===== src/design/pcea_pkg.sv =====
// Package for the point cloud edge trim block.
// Holds widths, codes and the command/status words shared by all modules.
// Depends on nothing.
package pcea_pkg;

   // Default sizes of the histogram storage.
   localparam int MAX_BINS_DEF   = 1024;
   localparam int COUNT_BITS_DEF = 24;

   // Fixed field widths.
   localparam int TYPE_W  = 2;
   localparam int COORD_W = 24;
   localparam int BW_W    = 16;
   localparam int TOL_W   = 17;
   localparam int TRIM_W  = 26;
   localparam int DVD_W   = 26;
   localparam int DVS_W   = 17;
   localparam int CSR_AW  = 3;
   localparam int CSR_DW  = 32;

   // Register reset values.
   localparam logic [BW_W-1:0]  BIN_WIDTH_RST = 16'd3000;
   localparam logic [TOL_W-1:0] TRIM_TOL_RST  = 17'd0;

   // Register indexes, taken from paddr bit 2.
   localparam logic REG_BIN_WIDTH = 1'b0;
   localparam logic REG_TRIM_TOL  = 1'b1;

   // Request codes.
   localparam logic [TYPE_W-1:0] REQ_EXTENT = 2'd0;
   localparam logic [TYPE_W-1:0] REQ_COUNT  = 2'd1;
   localparam logic [TYPE_W-1:0] REQ_FINISH = 2'd2;

   // Which division the shared divider works on.
   typedef enum logic [1:0] {
      DIV_BINS_X,
      DIV_BINS_Y,
      DIV_IDX_X,
      DIV_IDX_Y
   } div_sel_type;

   // Kinds of sweep over the histogram memories.
   typedef enum logic [1:0] {
      PASS_COUNT,
      PASS_SEARCH,
      PASS_TRIM,
      PASS_CLEAR
   } pass_kind_type;

   // Commands from the controller to the datapath.
   typedef struct packed {
      logic          ext_upd;
      logic          pt_load;
      logic          div_start;
      div_sel_type   div_sel;
      logic          pt_rd;
      logic          pt_wr;
      logic          pass_start;
      pass_kind_type pass_kind;
      logic          cnt_fin;
      logic          srch_upd;
      logic          thr_mul;
      logic          trim_mul;
   } pcea_cmd_type;

   // Status from the datapath to the controller.
   typedef struct packed {
      logic div_done;
      logic bins_ok;
      logic pass_done;
      logic srch_done;
   } pcea_status_type;

endpackage


===== src/design/pcea_csr.sv =====
// Configuration registers behind the APB-style port.
// Uses register indexes and reset values from pcea_pkg.
module pcea_csr (
   input  logic                         clock,
   input  logic                         reset,
   input  logic                         psel,
   input  logic                         penable,
   input  logic                         pwrite,
   input  logic [pcea_pkg::CSR_AW-1:0]  paddr,
   input  logic [pcea_pkg::CSR_DW-1:0]  pwdata,
   output logic [pcea_pkg::CSR_DW-1:0]  prdata,
   output logic                         pready,
   output logic [pcea_pkg::BW_W-1:0]    bin_width,
   output logic [pcea_pkg::TOL_W-1:0]   trim_tol,
   output logic                         width_wr
);
   import pcea_pkg::*;

   logic [BW_W-1:0]  bw_ff;
   logic [TOL_W-1:0] tol_ff;
   logic             wr;
   logic             idx;

   assign pready = 1'b1;
   assign wr     = psel & penable & pwrite;
   assign idx    = paddr[2];

   // Register writes.
   always_ff @(posedge clock) begin
      if (reset) begin
         bw_ff  <= BIN_WIDTH_RST;
         tol_ff <= TRIM_TOL_RST;
      end else if (wr) begin
         unique case (idx)
            REG_BIN_WIDTH: bw_ff  <= pwdata[BW_W-1:0];
            REG_TRIM_TOL:  tol_ff <= pwdata[TOL_W-1:0];
            default:       bw_ff  <= bw_ff;
         endcase
      end
   end

   // Read mux.
   always_comb begin
      unique case (idx)
         REG_BIN_WIDTH: prdata = CSR_DW'(bw_ff);
         REG_TRIM_TOL:  prdata = CSR_DW'(tol_ff);
         default:       prdata = '0;
      endcase
   end

   assign width_wr  = wr && (idx == REG_BIN_WIDTH);
   assign bin_width = bw_ff;
   assign trim_tol  = tol_ff;

endmodule


===== config.mk =====
export PLATFORM = sky130hd
export DESIGN_NAME = pcea_csr
export DESIGN_NICKNAME = d
export VERILOG_FILES = /design/src/design/pcea_pkg.sv /design/src/design/pcea_csr.sv
export SDC_FILE = /design/constraint.sdc
export NUM_CORES = 1
export LEC_CHECK = 0
export ABC_AREA = 0
export BUFFER_PORTS_ARGS = -buffer_cell sky130_fd_sc_hd__buf_2
export CORE_ASPECT_RATIO = 2
export CORE_MARGIN = 4
export CORE_UTILIZATION = 35
export DETAILED_ROUTE_END_ITERATION = 7
export GPL_TIMING_DRIVEN = 0
export PLACE_DENSITY = 0.73
export SYNTH_ARGS = -nofsm -noshare
export SYNTH_HDL_FRONTEND = slang
export SYNTH_SLANG_ARGS = --single-unit

===== constraint.sdc =====
create_clock -name clock -period 1.9 [get_ports clock]
set_clock_uncertainty 0.05 [all_clocks]
set_input_delay 0.19 -clock clock [delete_from_list [all_inputs] [get_ports clock]]
set_output_delay 0.19 -clock clock [all_outputs]
set_load 0.005 [all_outputs]

# [Yosys cells after proc, flatten, opt, wreduce, memory -nomap -nowiden]
# Index checks and enable logic that the tools add are counted.
[word_totals] regBits=33 inputBits=40 output_inout_bits=67 wordCells=9
[classes] muxes=1 bitwise_logic=3 n_reduce_logical=3
[op_table] op="32-bit one-hot mux with 2 select lines" n=1
[op_table] op="2-bit AND reduction" n=2
[op_table] op="1-bit bitwise AND" n=2
[op_table] op="1-bit logical AND" n=1
[op_table] op="1-bit NOT" n=1

# [Logic depth before layout (Yosys ltp)]
[depth] depth_word=3 depth_mapped=5 depth_no_buf=3

# [Worst setup path before layout]
# Ideal clock, no wire load.
[synth_path] kind="input to output" startpoint="input port paddr[2] (netlist name)" endpoint="output port prdata[10] (netlist name)" arrival_ps=852 slack_ps=808 path_stages=3 path_buffers=2 cell_sequence="buf_6 buf_2 mux2_2"
[synth_between] elab_chain_len=2
[synth_lines] element="start, declared" line="pcea_csr.sv:9" source="input logic [pcea_pkg::CSR_AW-1:0] paddr,"
[synth_lines] element="1-bit NOT (no line)"
[synth_lines] element="32-bit one-hot mux with 2 select lines (*)" line="pcea_csr.sv:44" source="unique case (idx)"
[synth_lines] element="end, declared" line="pcea_csr.sv:11" source="output logic [pcea_pkg::CSR_DW-1:0] prdata,"
# Mark *: on every way between the ends. The rest lies on a longest branch, timed or not. The select of a mux whose other input is x is not followed.

# [Worst setup path in the final report]
[layout_path] startpoint="input port paddr[2] (netlist name)" endpoint="output port prdata[14] (netlist name)"
# The elaborated chain is that of the path after synthesis.

==> out/qor.csv <==
stage,metric,value,unit
pwr,"Power, Total",0.00145,W
yosys,Synth top area share,37.7,%
placed_design,I/O Buffers,72,
timing,final hold violation count,0,
setup_path,critical-path maximum fanout,10,
setup_path,Worst path slowest cell,mux2_2,
routing,# DRC,0,
floorplanning,DIE WIDTH,58.0,um
placed_design,RD Place Congestion,0.746,
clock_network,CTS tree,built,
global_route,number of global-route vias before repair,1428,
layout,post-layout util,47.8,%
setup_path,depth of the most critical reg-to-reg path,2,
pwr,combinational power share,14.5,%
worst_hold_path,type of the most critical hold path,in -> reg,
setup_path,"Critical Path, Cell by Cell","buf_2, buf_6, buf_2, mux2_2, buf_2",
layout,filler instances,527,
layout,area grow syn2layout,32.5,%
routing,DRT Pass-1 Iters,4,
pwr,worst vdd ir,0.374,mV
pwr,Internal Power,0.00111,W
run_status,status,"complete, no violations",
setup_path,WP data required,1.66,ns
setup_path,CP startpoint,paddr[2],
clock_network,Post CTS Setup Buffer Count,0,
floorplanning,I/O pins,107,
layout,# diodes,0,
setup_path,reg-to-reg critical path endpoint,bin_width[15]$_SDFFE_PP0P_,
timing,Setup-failing EPs final,0,
layout,Post-Layout Inst Area,2320,sq um
global_route,total gr overflow,0,
routing,via count,1438,
timing,Final Cycle Share,76.2,%
setup_path,Startpoint Class,input port,
pwr,Clock power frac,36.1,%
routing,Routed WL,4410,um
timing,Max Clock Freq,691,MHz
placed_design,DP HPWL,3470,um
clock_network,Clock Path Buffers,2,
floorplanning,starting density of the core,36.0,%
worst_hold_path,Hold Startpoint,pwdata[4],
timing,Post-Route Setup TNS,0,ns
routing,Via density,4.45,
clock_network,# hold bufs at CTS,0,
timing,fin crit period,1.45,ns
setup_path,CP Depth,5,
pwr,pwr dens,626,nW/um^2
clock_network,Sink Count,33,
layout,Layout Cells excl Fill,323,
pwr,sw power,0.000343,W
timing,Final Max Slew Viols,0,
clock_network,cts bufs inserted,5,
clock_network,Root Buffer,clkbuf_8,
floorplanning,Die Ht,108,um
yosys,synth unique cells,16,
timing,RSZ-0062 raised after global routing,no,
routing,drt wl/cell,13.6,um
pwr,static leakage,1.16,nW
routing,number of DRC markers in iteration 0,22,
pwr,Reg power frac,49.4,%
global_route,largest net degree at the start of global routing,11,
placed_design,placement-stage cell area,2240,sq um
yosys,Yosys top cell by area,dfxtp_1,
clock_network,Skew-Pair Late Insertion Delay,0.28,ns
yosys,Syn Inst Count,173,
setup_path,flop2flop setup slack,1.21,ns
setup_path,Crit path max-delay family,buffers and inverters,
placed_design,DP Cell Count,316,
yosys,#FFs+latches synth,33,
setup_path,crit path DAT,1.21,ns
yosys,register area share after synthesis,37.7,%
setup_path,WS Path Type,in -> out,
global_route,first-pass GRT wire length,6950,um
yosys,synth top area cells,"dfxtp_1 38%, mux2i_1 19%, nand2b_1 15%",
job,max-cap violations,0,
pwr,Net Sw Frac,23.6,%
clock_network,Clock transition at path regs,0.06,ns
setup_path,Setup crit end,prdata[14],
clock_network,H-tree depth,2,
global_route,initial antenna violation count,0,
setup_path,cell mode on critical path,buf_2,
global_route,total track usage,14.5,%
floorplanning,row count,36,
yosys,post-synth design cell area,1750,sq um
setup_path,"slowest stage delay, CP",0.36,ns
yosys,Syn Area/Cell,10.1,sq um
layout,share of cells above drive strength 1,44.7,%
yosys,YS warnings,0,
floorplanning,Die ar.,6270,sq um
layout,"Net count, final",306,
setup_path,RR Startpoint,bin_width[15]$_SDFFE_PP0P_,
setup_path,CP Buf/Inv Count,4,
clock_network,Resized Gates After CTS,0,
routing,remaining antenna violation count,0,
floorplanning,core area,4860,sq um
setup_path,CP endpoint kind,primary output,
-- worst reg2reg max path, delay by kind of cell (launching register included) --
family / cells / cell delay (ns)
flops: 1 / 0.37
simple gates: 1 / 0.07
mux: 1 / 0.14
-- final cells by class --
type	instances	area, sq um	area share [%]
clock buffer	7	86.3	3.72
buffer	27	204	8.78
timing repair buffer	72	360	15.5
inverter	1	3.75	0.162
multi-input combinational	126	937	40.3
tap	57	71.3	3.07
sequential	33	661	28.4
-- through the flow --
step,hold slack [ns],setup slack [ns]
after floorplan,0.295,0.808
after global placement,0.415,0.433
after detailed placement,0.423,0.432
after CTS,0.126,0.429
after global routing,0.130,0.374
final,0.133,0.453
-- Yosys cell counts --
cell type	n
buf_6	3
buf_12	1
conb_1	2
mux2_2	16
nand4b_4	1
buf_2	3
inv_2	1
and2_1	1
clkbuf_1	4
nand4_1	1
mux2i_1	33
nor2_1	14
nand2b_1	43
dfxtp_1	33
and4_1	1
buf_4	16
-- flip-flops by register name, summed over array words and instances (netlist names) --
register and flops:
bin_width 16, trim_tol 17
-- power by group through the flow --
stage	sequential, W	combinational (W)	clock (W)
floorplan	0.000734	0.000130	0
global placement	0.000733	0.000209	0
detailed placement	0.000734	0.000213	0
CTS	0.000718	0.000214	0.000542
global route	0.000720	0.000233	0.000566
finish	0.000718	0.000211	0.000525
-- cells by family after synthesis --
kind of cell / share of synthesized area (%)
muxes: 29.1
and+or+nand+nor: 20.9
DFF: 37.7
buffers and inverters: 11.8
other: 0.428
-- layout by cell type, fill, tap and decap left out, types with 3 or more instances in the layout --
cell and instances:
mux2i_1 33, clkbuf_1 5, nand2b_1 43, buf_4 16, clkbuf_8 6, conb_1 16, mux2_2 16, buf_6 3
buf_2 75, dfxtp_1 33, nor2_1 14
-- layer usage --
layer	share of wire, %	wire (um)	global-route usage (%)
met1	38	1660	15.6
met3	6.9	304	2.87
met2	53	2350	26.5
met4	2.2	97	5.97
met5	0	0	0
-- how the worst min path moves through the flow --
stage | endpoint | cells after the start
floorplan | trim_tol[11]$_SDFFE_PP0P_ | 2
global placement | bin_width[5]$_SDFFE_PP1P_ | 3
detailed placement | trim_tol[4]$_SDFFE_PP0P_ | 3
CTS | trim_tol[4]$_SDFFE_PP0P_ | 3
global route | trim_tol[4]$_SDFFE_PP0P_ | 3
finish | trim_tol[4]$_SDFFE_PP0P_ | 3
(Power assumes the default switching activity.)
