===== src/design/pcea_pkg.sv =====
// Package for the point cloud edge trim block.
// Holds widths, codes and the command/status words shared by all modules.
// Depends on nothing.
package pcea_pkg;

   // Default sizes of the histogram storage.
   localparam int MAX_BINS_DEF   = 1024;
   localparam int COUNT_BITS_DEF = 24;

   // Fixed field widths.
   localparam int TYPE_W  = 2;
   localparam int COORD_W = 24;
   localparam int BW_W    = 16;
   localparam int TOL_W   = 17;
   localparam int TRIM_W  = 26;
   localparam int DVD_W   = 26;
   localparam int DVS_W   = 17;
   localparam int CSR_AW  = 3;
   localparam int CSR_DW  = 32;

   // Register reset values.
   localparam logic [BW_W-1:0]  BIN_WIDTH_RST = 16'd3000;
   localparam logic [TOL_W-1:0] TRIM_TOL_RST  = 17'd0;

   // Register indexes, taken from paddr bit 2.
   localparam logic REG_BIN_WIDTH = 1'b0;
   localparam logic REG_TRIM_TOL  = 1'b1;

   // Request codes.
   localparam logic [TYPE_W-1:0] REQ_EXTENT = 2'd0;
   localparam logic [TYPE_W-1:0] REQ_COUNT  = 2'd1;
   localparam logic [TYPE_W-1:0] REQ_FINISH = 2'd2;

   // Which division the shared divider works on.
   typedef enum logic [1:0] {
      DIV_BINS_X,
      DIV_BINS_Y,
      DIV_IDX_X,
      DIV_IDX_Y
   } div_sel_type;

   // Kinds of sweep over the histogram memories.
   typedef enum logic [1:0] {
      PASS_COUNT,
      PASS_SEARCH,
      PASS_TRIM,
      PASS_CLEAR
   } pass_kind_type;

   // Commands from the controller to the datapath.
   typedef struct packed {
      logic          ext_upd;
      logic          pt_load;
      logic          div_start;
      div_sel_type   div_sel;
      logic          pt_rd;
      logic          pt_wr;
      logic          pass_start;
      pass_kind_type pass_kind;
      logic          cnt_fin;
      logic          srch_upd;
      logic          thr_mul;
      logic          trim_mul;
   } pcea_cmd_type;

   // Status from the datapath to the controller.
   typedef struct packed {
      logic div_done;
      logic bins_ok;
      logic pass_done;
      logic srch_done;
   } pcea_status_type;

endpackage


===== src/design/pcea_ctrl.sv =====
// Controller: sequences divisions, histogram updates and finish sweeps.
// Uses command and status types from pcea_pkg.
module pcea_ctrl (
   input  logic                               clock,
   input  logic                               reset,
   input  logic                               start,
   input  logic [pcea_pkg::TYPE_W-1:0]        req_type,
   output logic                               busy,
   output logic                               rsp_valid,
   output pcea_pkg::pcea_cmd_type             cmd,
   input  pcea_pkg::pcea_status_type          status
);
   import pcea_pkg::*;

   typedef enum logic [4:0] {
      ST_RST_GO, ST_RST_WAIT, ST_IDLE,
      ST_BX_GO, ST_BX_WAIT, ST_BY_GO, ST_BY_WAIT,
      ST_IX_GO, ST_IX_WAIT, ST_IY_GO, ST_IY_WAIT,
      ST_PT_RD, ST_PT_WR,
      ST_CNT_GO, ST_CNT_WAIT, ST_CNT_FIN,
      ST_SRCH_CHK, ST_SRCH_GO, ST_SRCH_WAIT, ST_SRCH_UPD,
      ST_THR, ST_TRIM_GO, ST_TRIM_WAIT, ST_TRIM_MUL,
      ST_CLR_GO, ST_CLR_WAIT, ST_REPORT
   } state_type;

   state_type state_ff, state_in;
   logic      finish_ff, finish_in;
   logic      busy_ff, valid_ff;

   // Next state and commands.
   always_comb begin
      state_in  = state_ff;
      finish_in = finish_ff;
      cmd       = '0;
      unique case (state_ff)
         ST_RST_GO: begin
            cmd.pass_start = 1'b1;
            cmd.pass_kind  = PASS_CLEAR;
            state_in       = ST_RST_WAIT;
         end
         ST_RST_WAIT: if (status.pass_done) state_in = ST_IDLE;
         ST_IDLE: begin
            if (start) begin
               unique case (req_type)
                  REQ_EXTENT: cmd.ext_upd = 1'b1;
                  REQ_COUNT: begin
                     cmd.pt_load = 1'b1;
                     finish_in   = 1'b0;
                     state_in    = status.bins_ok ? ST_IX_GO : ST_BX_GO;
                  end
                  REQ_FINISH: begin
                     finish_in = 1'b1;
                     state_in  = status.bins_ok ? ST_CNT_GO : ST_BX_GO;
                  end
                  default: state_in = ST_IDLE;
               endcase
            end
         end
         ST_BX_GO: begin
            cmd.div_start = 1'b1;
            cmd.div_sel   = DIV_BINS_X;
            state_in      = ST_BX_WAIT;
         end
         ST_BX_WAIT: begin
            cmd.div_sel = DIV_BINS_X;
            if (status.div_done) state_in = ST_BY_GO;
         end
         ST_BY_GO: begin
            cmd.div_start = 1'b1;
            cmd.div_sel   = DIV_BINS_Y;
            state_in      = ST_BY_WAIT;
         end
         ST_BY_WAIT: begin
            cmd.div_sel = DIV_BINS_Y;
            if (status.div_done) state_in = finish_ff ? ST_CNT_GO : ST_IX_GO;
         end
         ST_IX_GO: begin
            cmd.div_start = 1'b1;
            cmd.div_sel   = DIV_IDX_X;
            state_in      = ST_IX_WAIT;
         end
         ST_IX_WAIT: begin
            cmd.div_sel = DIV_IDX_X;
            if (status.div_done) state_in = ST_IY_GO;
         end
         ST_IY_GO: begin
            cmd.div_start = 1'b1;
            cmd.div_sel   = DIV_IDX_Y;
            state_in      = ST_IY_WAIT;
         end
         ST_IY_WAIT: begin
            cmd.div_sel = DIV_IDX_Y;
            if (status.div_done) state_in = ST_PT_RD;
         end
         ST_PT_RD: begin
            cmd.pt_rd = 1'b1;
            state_in  = ST_PT_WR;
         end
         ST_PT_WR: begin
            cmd.pt_wr = 1'b1;
            state_in  = ST_IDLE;
         end
         ST_CNT_GO: begin
            cmd.pass_start = 1'b1;
            cmd.pass_kind  = PASS_COUNT;
            state_in       = ST_CNT_WAIT;
         end
         ST_CNT_WAIT: if (status.pass_done) state_in = ST_CNT_FIN;
         ST_CNT_FIN: begin
            cmd.cnt_fin = 1'b1;
            state_in    = ST_SRCH_CHK;
         end
         ST_SRCH_CHK: state_in = status.srch_done ? ST_THR : ST_SRCH_GO;
         ST_SRCH_GO: begin
            cmd.pass_start = 1'b1;
            cmd.pass_kind  = PASS_SEARCH;
            state_in       = ST_SRCH_WAIT;
         end
         ST_SRCH_WAIT: if (status.pass_done) state_in = ST_SRCH_UPD;
         ST_SRCH_UPD: begin
            cmd.srch_upd = 1'b1;
            state_in     = ST_SRCH_CHK;
         end
         ST_THR: begin
            cmd.thr_mul = 1'b1;
            state_in    = ST_TRIM_GO;
         end
         ST_TRIM_GO: begin
            cmd.pass_start = 1'b1;
            cmd.pass_kind  = PASS_TRIM;
            state_in       = ST_TRIM_WAIT;
         end
         ST_TRIM_WAIT: if (status.pass_done) state_in = ST_TRIM_MUL;
         ST_TRIM_MUL: begin
            cmd.trim_mul = 1'b1;
            state_in     = ST_CLR_GO;
         end
         ST_CLR_GO: begin
            cmd.pass_start = 1'b1;
            cmd.pass_kind  = PASS_CLEAR;
            state_in       = ST_CLR_WAIT;
         end
         ST_CLR_WAIT: if (status.pass_done) state_in = ST_REPORT;
         ST_REPORT: state_in = ST_IDLE;
         default: state_in = ST_IDLE;
      endcase
   end

   // State and registered outputs.
   always_ff @(posedge clock) begin
      if (reset) begin
         state_ff  <= ST_RST_GO;
         finish_ff <= 1'b0;
         busy_ff   <= 1'b1;
         valid_ff  <= 1'b0;
      end else begin
         state_ff  <= state_in;
         finish_ff <= finish_in;
         busy_ff   <= state_in != ST_IDLE;
         valid_ff  <= state_in == ST_REPORT;
      end
   end

   assign busy      = busy_ff;
   assign rsp_valid = valid_ff;

endmodule


===== config.mk =====
export PLATFORM = sky130hd
export DESIGN_NAME = pcea_ctrl
export DESIGN_NICKNAME = d
export VERILOG_FILES = /design/src/design/pcea_pkg.sv /design/src/design/pcea_ctrl.sv
export SDC_FILE = /design/constraint.sdc
export NUM_CORES = 1
export LEC_CHECK = 0
export BUFFER_PORTS_ARGS = -buffer_cell sky130_fd_sc_hd__buf_2
export CAP_MARGIN = 20
export CORE_MARGIN = 2
export CORE_UTILIZATION = 51
export CTS_CLUSTER_SIZE = 28
export DETAILED_ROUTE_END_ITERATION = 8
export MAX_ROUTING_LAYER = met4
export PLACE_DENSITY = 0.81
export SYNTH_ARGS = -nofsm -noshare
export SYNTH_HDL_FRONTEND = slang
export SYNTH_SLANG_ARGS = --single-unit

===== constraint.sdc =====
create_clock -name clock -period 2.01 [get_ports clock]
set_clock_uncertainty 0.05 [all_clocks]
set_input_delay 0.1005 -clock clock [delete_from_list [all_inputs] [get_ports clock]]
set_output_delay 0.1005 -clock clock [all_outputs]
set_load 0.005 [all_outputs]

### Yosys cells after proc, flatten, opt, wreduce, memory -nomap -nowiden

Cells that the tools add are included.

* multiply operators: 0
* equality and inequality tests: 29
* $add $sub $neg: 0
* reductions and logical operators: 10
* bitwise gates (word level): 0
* muxes and demuxes: 30
* shift operators: 0
* divide/modulo/power cells: 0
* magnitude comparators: 0

Operator list (number)
* case mux 5 bit (24 select lines): 1
* equality test 5 bit (second input constant): 11
* 2-to-1 mux 5 bit: 10
* equality test 5 x 4 -> 1 bit (second input constant): 8
* equality test 5 x 3 -> 1 bit (second input constant): 4
* case mux 5 bit (3 select lines): 1
* case mux 3 bit (4 select lines): 1
* equality test 5 x 2 -> 1 bit (second input constant): 2
* OR reduction 2 bit: 5
* 2-to-1 mux 1 bit: 9
* 2-to-1 mux 4 bit: 2
* 2-to-1 mux 3 bit: 2
* case mux 2 bit (3 select lines): 1
* equality test 5 x 1 -> 1 bit (second input constant): 1
* logical NOT 5 bit: 1
* != test 5 x 2 -> 1 bit (second input constant): 1
* 2-to-1 mux 2 bit: 2
* OR reduction 4 bit: 1
* AND reduction 3 bit: 1
* equality test 2 x 1 -> 1 bit (second input constant): 1
* equality test 2 bit (second input constant): 1
* logical NOT 2 bit: 1
* case mux 1 bit (2 select lines): 1
* nonzero test 2 bit: 1

* register bits after elaboration: 8
* input bits: 9
* latch bits: 0
* output and inout bits: 16
* RAM bits: 0
* memories: 0
* ROM bits: 0

### Longest topological paths before layout

Gate-level depths: netlist of the first run.

* word-level depth: 5
* mapped depth: 7

### Worst setup path after synthesis of the first run

Ideal clock, no wire load.

* path type: register -> register
* start: reg state_ff[3]
* end: reg busy_ff, in the netlist busy
* arrival: 1365 ps
* buffers on the path: 2
* cell stages (with the launch flop): 7
* clock period less this slack: 1552 ps
* slack: 458 ps
* cells stage by stage: dfxtp_1 clkbuf_1 buf_2 o21ai_1 a21oi_1 nor3b_1 nand4b_1

* cells in the longest elaborated chain, start to end: 4
* elaborated cells on any way between the ends: 39
* classes of those cells: eq/ne (25); mux (12); reduce/logical (2)

RTL lines
* start, declared: line pcea_ctrl.sv:26 `state_type state_ff, state_in;`
* start signal, assigned: line pcea_ctrl.sv:157 `state_ff <= state_in;`
* equality test 5 bit, or another cell as far along: line pcea_ctrl.sv:35 `unique case (state_ff)`
* OR reduction 2 bit (no source line) / 2-to-1 mux 5 bit (equally long branches)
* case mux 5 bit (24 select lines) *: line pcea_ctrl.sv:35
* != test 5 x 2 -> 1 bit *: line pcea_ctrl.sv:159 `busy_ff <= state_in != ST_IDLE;`
* end signal, assigned: line pcea_ctrl.sv:154 `busy_ff <= 1'b1;`
* end signal, assigned: line pcea_ctrl.sv:159
* end, declared: line pcea_ctrl.sv:28 `logic busy_ff, valid_ff;`

Mark *: on every way between the ends. The rest lies on a longest branch, timed or not.
A chain may end at the register's enable or synchronous reset.

### Worst setup path after layout of the first run

* start: reg state_ff[0]
* end: reg busy_ff, in the netlist busy

Same word-level chain as after synthesis.

==> flow_summary.ini, run 1 <==
[layout]
final_core_util_pct = 63.5
area_growth_pct = 20.6
layout_common_cells = buf_2, nor2_1, a21oi_1
final_common_cell = buf_2
antennaDiodeCount = 0
multi_input_area_sq_um = 661
seq_area_sq_um = 161
instances_no_fill = 170
finalNetCount = 168
fill_cells = 148
final_area_sq_um = 1060
drive_gt1_share_pct = 24.8

[synthesis]
syn_avg_cell_area_sq_um = 6.93
syn-cell-area_sq_um = 880
ys_seq_area_share_pct = 18.2
syn_nets = 140
synth_cells = 127
ys_warn_count = 0
synth-seq-cells = 8
synthArstFlopShare_pct = 0
synth.area.top_cells = dfxtp_1, nor2_1, a21oi_1, ha_1, nor2b_1
synth_cell_types = 36
ys.flop_type = dfxtp_1
yosysTopAreaCellShare_pct = 18.2
synth_area_leader_cell = dfxtp_1
synth-edff-count = 0

[setup_path]
path_buf_inv = 0
crit_path_top_delay_cell = dfxtp_1
crit_family = compound AO/OA/AOI/OAI gates
path_class = flop to flop
r2r-start = state_ff[0]
cpPeakStageDelay_ns = 0.54
endpoint_kind = flop
startpoint_type = flop
cp.required_ns = 2.06
worstPathCellList = and4bb_1, a221oi_2, a21oi_1, a2111o_1, nand4b_1
critPathLaunch = state_ff[0]
critPathArrivalTime_ns = 1.89
crit_fanout = 13

[die]
die_w_um = 45.5
start_util_pct = 52.7
die_area_sq_um = 2070
die_h_um = 45.5
coreArea_sq_um = 1670
rows = 15
io-pin-count = 25

[cts]
tritoncts.num_buffers = 3
post_cts_buffers = 0
cts.sinks = 8
cts-root-buf = clkbuf_4
clk_latency_ns = 0.25
clk_pin_slew_ns = 0.05
cts_tree = built
clockBufferDepth = 2
htreeDepth = 1

[worst_hold_path]
holdCritStartpoint = reset
hold_class = input pin to flop

[detailed_routing]
drt-pass1-iter-count = 4
wl_per_cell_um = 13.9
wl_um = 2370
vias_per_cell = 6.26
drtIter0Drc = 57
ant_nets = 0
dr_wl_met2_um = 1150
vias = 1065
dr.max_layer_used = met4
drt-met1-wl_um = 971
dr_wl_met3_um = 180
drc = 0

[grt]
antenna_found_initial = 0
grt_pass1_wl_um = 3780
grt_pass1_vias = 867
grt_overflow_total = 0
grt_usage_pct = 25.8
grt_max_degree = 19

[sta]
finalSetupViolCount = 0
finalHoldViolations = 0
period_share_pct = 91.5
clock.fmax_ghz = 0.544
slew_violations = 0
fin_setup_tns_ns = 0
max_slew_margin_pct = 70.8
tightest_slew_ns = 0.437
rsz0062_at_grt = no
period_minus_slack_ns = 1.84

[power_and_ir_drop]
finalPower_mw = 1.22
cellLeakagePower_nw = 0.486
p_per_area_nw_per_um2 = 1150
ir_worst_vdd_uv = 629

[run]
maxCapViolCount = 0

[placed_design]
gp_congestion = 0.874
dpl.hpwl_um = 1890
dpl-instance-area_sq_um = 1040
io_buffers = 24
placed_cells = 167

[run_status]
status = finished, final reports clean
## area by class of cell
cell class	count	share of cell area, %
Sequential cell	8	15.2
Multi-Input combinational cell	106	62.3
Tap cell	17	2.00
Inverter	4	1.42
Clock buffer	3	2.12
Timing Repair Buffer	32	17.0
## synthesized netlist by cell type, types with 2 or more instances
| library cell | instances |
|---|---|
| a32oi_1 | 2 |
| a221oi_1 | 3 |
| and3_1 | 4 |
| nor3_1 | 6 |
| nand3_1 | 3 |
| a21oi_1 | 13 |
| dfxtp_1 | 8 |
| nor2_1 | 19 |
| nor2b_1 | 8 |
| ha_1 | 4 |
| o21ai_0 | 4 |
| nand2b_1 | 2 |
| and4bb_1 | 2 |
| inv_1 | 4 |
| buf_2 | 8 |
| nand2_1 | 9 |
| a211oi_1 | 2 |
| a21o_1 | 2 |
| o21ai_1 | 3 |
| nor3b_1 | 4 |
| o21bai_1 | 2 |
## registers in the layout, indices dropped and copies added (netlist names)
register   cells
rsp_valid      1
state_ff       5
busy           1
finish_ff      1
## stage by stage
stage / setup slack [ns] / hold WS [ns]
2_1_floorplan: 0.458 / 0.122
3_3_place_gp: 0.243 / 0.298
3_5_place_dp: 0.148 / 0.298
4_1_cts: 0.106 / 0.0402
5_1_grt: 0.0655 / 0.0297
6_report: 0.172 / 0.0359
## logic make-up (layout without fill, tap and decap cells)
family	after synthesis	in the layout	share of synthesized area (%)
muxes	2	2	2.42
xor gates and xnor gates	1	1	0.996
AOI/OAI and AO/OA	37	37	28.3
and+or+nand+nor	62	62	37.7
DFF	8	8	18.2
adders and majority gates	4	4	5.69
buffers and inverters	13	39	6.68
## final timing paths
| kind | endpoint | slack, ns | depth (start not counted) |
|---|---|---|---|
| worst max-delay path | busy | 0.17 | 5 |
| worst min-delay path | state_ff[4] | 0.04 | 2 |
| worst max register to register | busy | 0.17 | 5 |
| worst min register to register | finish_ff | 0.48 | 2 |
## layer usage
metal	GRT usage, %	vias up
met2	40.3	55
met5	-	-
li1	-	517
met3	3.57	10
met4	14.1	0
met1	31.7	483
## power breakdown
part           total, mW  internal, mW  switching [mW]
Clock              0.114        0.0678          0.0466
Combinational      0.812         0.375           0.437
Sequential         0.298         0.200          0.0982
## repair_timing
action                                  CTS  global route
endpoints found under the setup margin    0             2
gates resized for setup                   0             1
hold buffers                              0             0
Power figures use the tool's default switching activity.
==> run 2, diff against run 1 <==
Settings changed: CORE_ASPECT_RATIO set to 1.2.
==> run 2 against run 1 <==
- critical path depth stayed put
- maximum frequency down 2.6%
- power grew 1.7%
- clock power grew 6%
==> flow_summary.ini, run 2 (synthesis results as in run 1) <==
[run_status]
status = finished, final reports clean

[cts]
cts_tree = built
tritoncts.num_buffers = 3
htreeDepth = 1
clk_pin_slew_ns = 0.05
clk_latency_ns = 0.26
clockBufferDepth = 2
cts.sinks = 8
holdBufCountCts = 0
post_cts_buffers = 0
cts-root-buf = clkbuf_4

[die]
die_w_um = 41.9
io-pin-count = 25
die_area_sq_um = 2070
start_util_pct = 54.2
rows = 16
die_h_um = 49.5
coreArea_sq_um = 1620

[layout]
antennaDiodeCount = 0
largest_reg_flops = 5
drive_gt1_share_pct = 24.8
layout_common_cells = buf_2, nor2_1, a21oi_1
largest_register = state_ff
finalNetCount = 168
final_common_cell = buf_2
instances_no_fill = 171
area_growth_pct = 20.8

[run]
maxCapViolCount = 0

[sta]
fin_setup_tns_ns = 0
finalSetupViolCount = 0
rsz0062_at_grt = no
holdWs_ns = 0.0310
max_slew_margin_pct = 68.3
slew_violations = 0
tightest_slew_ns = 0.475
period_share_pct = 93.9
clock.fmax_ghz = 0.530
period_minus_slack_ns = 1.89
finalHoldViolations = 0

[power_and_ir_drop]
cellLeakagePower_nw = 0.488
finalPower_mw = 1.24
p_per_area_nw_per_um2 = 1170
ir_worst_vdd_uv = 1050

[grt]
grt_usage_pct = 24.6
grt_overflow_total = 0
grt_pass1_vias = 908
antenna_found_initial = 0
grt_pass1_wl_um = 3960
grt_max_degree = 16

[setup_path]
path_buf_inv = 1
crit_fanout = 13
startpoint_type = flop
cp.required_ns = 2.11
crit_path_top_delay_cell = dfxtp_1
cpPeakStageDelay_ns = 0.59
worstPathCellList = inv_1, o21ai_0, a21oi_1, a221oi_1, and4bb_1
path_class = flop to flop
crit_family = compound AO/OA/AOI/OAI gates
endpoint_kind = flop
critPathArrivalTime_ns = 1.98
ff2ff_setup_slack_ns = 0.12

[detailed_routing]
vias_per_cell = 6.03
drt-pass1-iter-count = 4
ant_nets = 0
vias = 1031
drtIter0Drc = 33
drc = 0
wl_per_cell_um = 13.3
wl_um = 2270

[placed_design]
io_buffers = 24
dpl.hpwl_um = 1770
placed_cells = 168
gp_congestion = 1.00

[worst_hold_path]
hold_class = input pin to flop
-- run 2: cell counts in the layout (fill, tap and decap cells not counted) --
Identical to the previous run, type by type.
-- run 2: final cells by class --
class                      instances  area (sq um)
timing repair buffer              32           180
tap                               18          22.5
clock buffer                       3          22.5
multi-input combinational        106           661
inverter                           4          15.0
sequential                         8           161
fill                             156           559
-- run 2: worst reg2reg max path: cells and delay by family, from the launching register on --
family                 cells  cell delay [ns]
AO/OA/AOI/OAI              3             0.70
buffers and inverters      1             0.17
flip-flops                 1             0.59
AND/OR/NAND/NOR            1             0.27
-- run 2: metrics by stage --
stage               util (%)  setup WS, ns  instance area [sq um]
floorplan                  -         0.458                    880
global placement        64.0         0.225                   1040
detailed placement      64.0         0.170                   1040
CTS                     65.4         0.158                   1060
global route            65.5       0.00491                   1060
finish                  65.5         0.123                   1060
-- run 2: timing repair --
item	CTS	global route
hold endpoints to repair	0	0
setup endpoints to repair	0	2
resized for setup	0	1
-- run 2: layer usage --
metal | wire (um) | global-route usage, %
met1 | 983 | 30.7
met2 | 1140 | 41.4
met3 | 112 | 2.20
met4 | 28 | 8.06
met5 | 0 | -
-- run 2: power by group --
group / internal (mW) / total, mW / switching, mW
clock: 0.0682 / 0.121 / 0.0528
combinational: 0.390 / 0.817 / 0.427
sequential: 0.200 / 0.307 / 0.107
-- run 2: worst paths after layout --
| path | start | to | cells past startpoint |
|---|---|---|---|
| hold reg to reg | finish_ff | finish_ff | 2 |
| setup / recovery | state_ff[2] | rsp_valid | 5 |
| setup reg to reg | state_ff[2] | rsp_valid | 5 |
| hold / removal | reset | state_ff[2] | 2 |
==> run 3, diff against run 2 <==
==> constraint.sdc (replaced) <==
create_clock -name clock -period 2.01 [get_ports clock]
set_clock_uncertainty 0.05 [all_clocks]
set_input_delay 0.201 -clock clock [delete_from_list [all_inputs] [get_ports clock]]
set_output_delay 0.201 -clock clock [all_outputs]
set_load 0.005 [all_outputs]
==> run 3 against run 2 <==
- setup slack improved by 0.085 ns
- non-clock buffer count down 2
- final area is 1.1% lower
- clock-buffer cell count did not move
- clock power fell by 3%
- sequential power shrank 4%
- sequential share of layout area grew 0.28 points
- sequential cell count stayed put
- via count is 0.68% higher
- power down 0.79%
==> flow_summary.ini, run 3 (synthesis results as in run 1) <==
[layout]
final_common_cell = buf_2
area_growth_pct = 19.5
fill_cells = 158
largest_register = state_ff
largest_reg_flops = 5
multi_input_area_sq_um = 663
layout_common_cells = buf_2, nor2_1, a21oi_1
drive_gt1_share_pct = 25.2
seq_area_sq_um = 163
final_core_util_pct = 64.8
finalNetCount = 166
antennaDiodeCount = 0

[die]
die_area_sq_um = 2070
coreArea_sq_um = 1620
start_util_pct = 54.2
die_h_um = 49.5
io-pin-count = 25
die_w_um = 41.9
rows = 16

[grt]
antenna_found_initial = 0
grt_pass1_vias = 963
use_met3_pct = 1.10
use_met2_pct = 40.1
grt_max_degree = 16
grt_pass1_wl_um = 3890
grt_overflow_total = 0
gr-max-usage-layer = met2
grtUsageMet1_pct = 28.5
grt_usage_pct = 23.8

[cts]
clk_pin_slew_ns = 0.05
post_cts_buffers = 0
clk_latency_ns = 0.25
cts_tree = built
cts.sinks = 8
tritoncts.num_buffers = 3
cts-root-buf = clkbuf_4
clockBufferDepth = 2
htreeDepth = 1
holdBufCountCts = 0
cts_resized = 1

[run_status]
status = finished, final reports clean

[detailed_routing]
wl_um = 2260
ant_nets = 0
vias = 1038
vias_per_cell = 6.14
wl_per_cell_um = 13.4
drtIter0Drc = 37
drt-pass1-iter-count = 4
drc = 0

[power_and_ir_drop]
ir_worst_vdd_uv = 741
cellLeakagePower_nw = 0.477
p_per_area_nw_per_um2 = 1170

[worst_hold_path]
hold_class = input pin to flop

[sta]
slew_violations = 0
period_minus_slack_ns = 1.80
finalHoldViolations = 0
finalWorstSetupSlack_ns = 0.208
max_slew_margin_pct = 70.9
fin_setup_tns_ns = 0
finalSetupViolCount = 0
rsz0062_at_grt = no
tightest_slew_ns = 0.436
period_share_pct = 89.6
clock.fmax_ghz = 0.555

[setup_path]
endpoint_kind = output port
critPathArrivalTime_ns = 1.55
startpoint_type = flop
cp.required_ns = 1.76
crit_fanout = 14
ff2ff_setup_slack_ns = 0.21
worstPathCellList = buf_4, o21ai_1, a221oi_1, buf_2
path_class = flop to output port
crit_path_top_delay_cell = dfxtp_1
cpPeakStageDelay_ns = 0.52

[placed_design]
io_buffers = 24
dpl.hpwl_um = 1770
gp_congestion = 0.932
dp_slack_ns = 0.204

[run]
maxCapViolCount = 0
[run 3: cell count changes in the layout (fill, tap and decap cells not counted)]
cell     before  now
nor2b_2       0    1
dfxtp_2       1    2
buf_4         8    6
nor2b_1       8    7
dfxtp_1       7    6
[run 3: layout make-up]
type	count	area share, %
multi-input cells	106	63.1
flip-flops and latches	8	15.5
inverters	4	1.43
repair buffers	30	15.7
clock buffers	3	2.14
well taps	18	2.14
[run 3: per-stage QoR]
| step | instance area, sq um | total power, mW | std cells | hold slack [ns] |
|---|---|---|---|---|
| after floorplan | 880 | 0.852 | 127 | 0.223 |
| after global placement | 1020 | 1.09 | 166 | 0.397 |
| after detailed placement | 1020 | 1.10 | 166 | 0.409 |
| after CTS | 1050 | 1.23 | 169 | 0.142 |
| after global routing | 1050 | 1.35 | 169 | 0.173 |
| final | 1050 | 1.23 | 169 | 0.140 |
[run 3: worst paths after layout]
path / from / end / cells past startpoint
worst max-delay path: state_ff[2] / cmd[6] / 4
worst min-delay path: reset / state_ff[0] / 2
worst max register to register: state_ff[1] / rsp_valid / 5
worst min register to register: finish_ff / finish_ff / 2
[run 3: worst max-delay path: cells and delay by family (launching register included)]
kind	cells	cell delay (ns)
buf+inv	2	0.42
compound gates	2	0.36
flops	1	0.52
[run 3: report_power, final]
part	switching [mW]	leakage, nW	internal, mW	total [mW]
Combinational	0.442	0.397	0.382	0.824
Sequential	0.0917	0.0658	0.202	0.294
Clock	0.0487	0.0138	0.0679	0.117
Total	0.583	0.477	0.652	1.23
[run 3: layer usage]
layer	up-vias	part of all wire, %
met2	54	50
met1	461	40
met5	-	0
li1	516	-
met4	0	2.7
met3	7	6.6
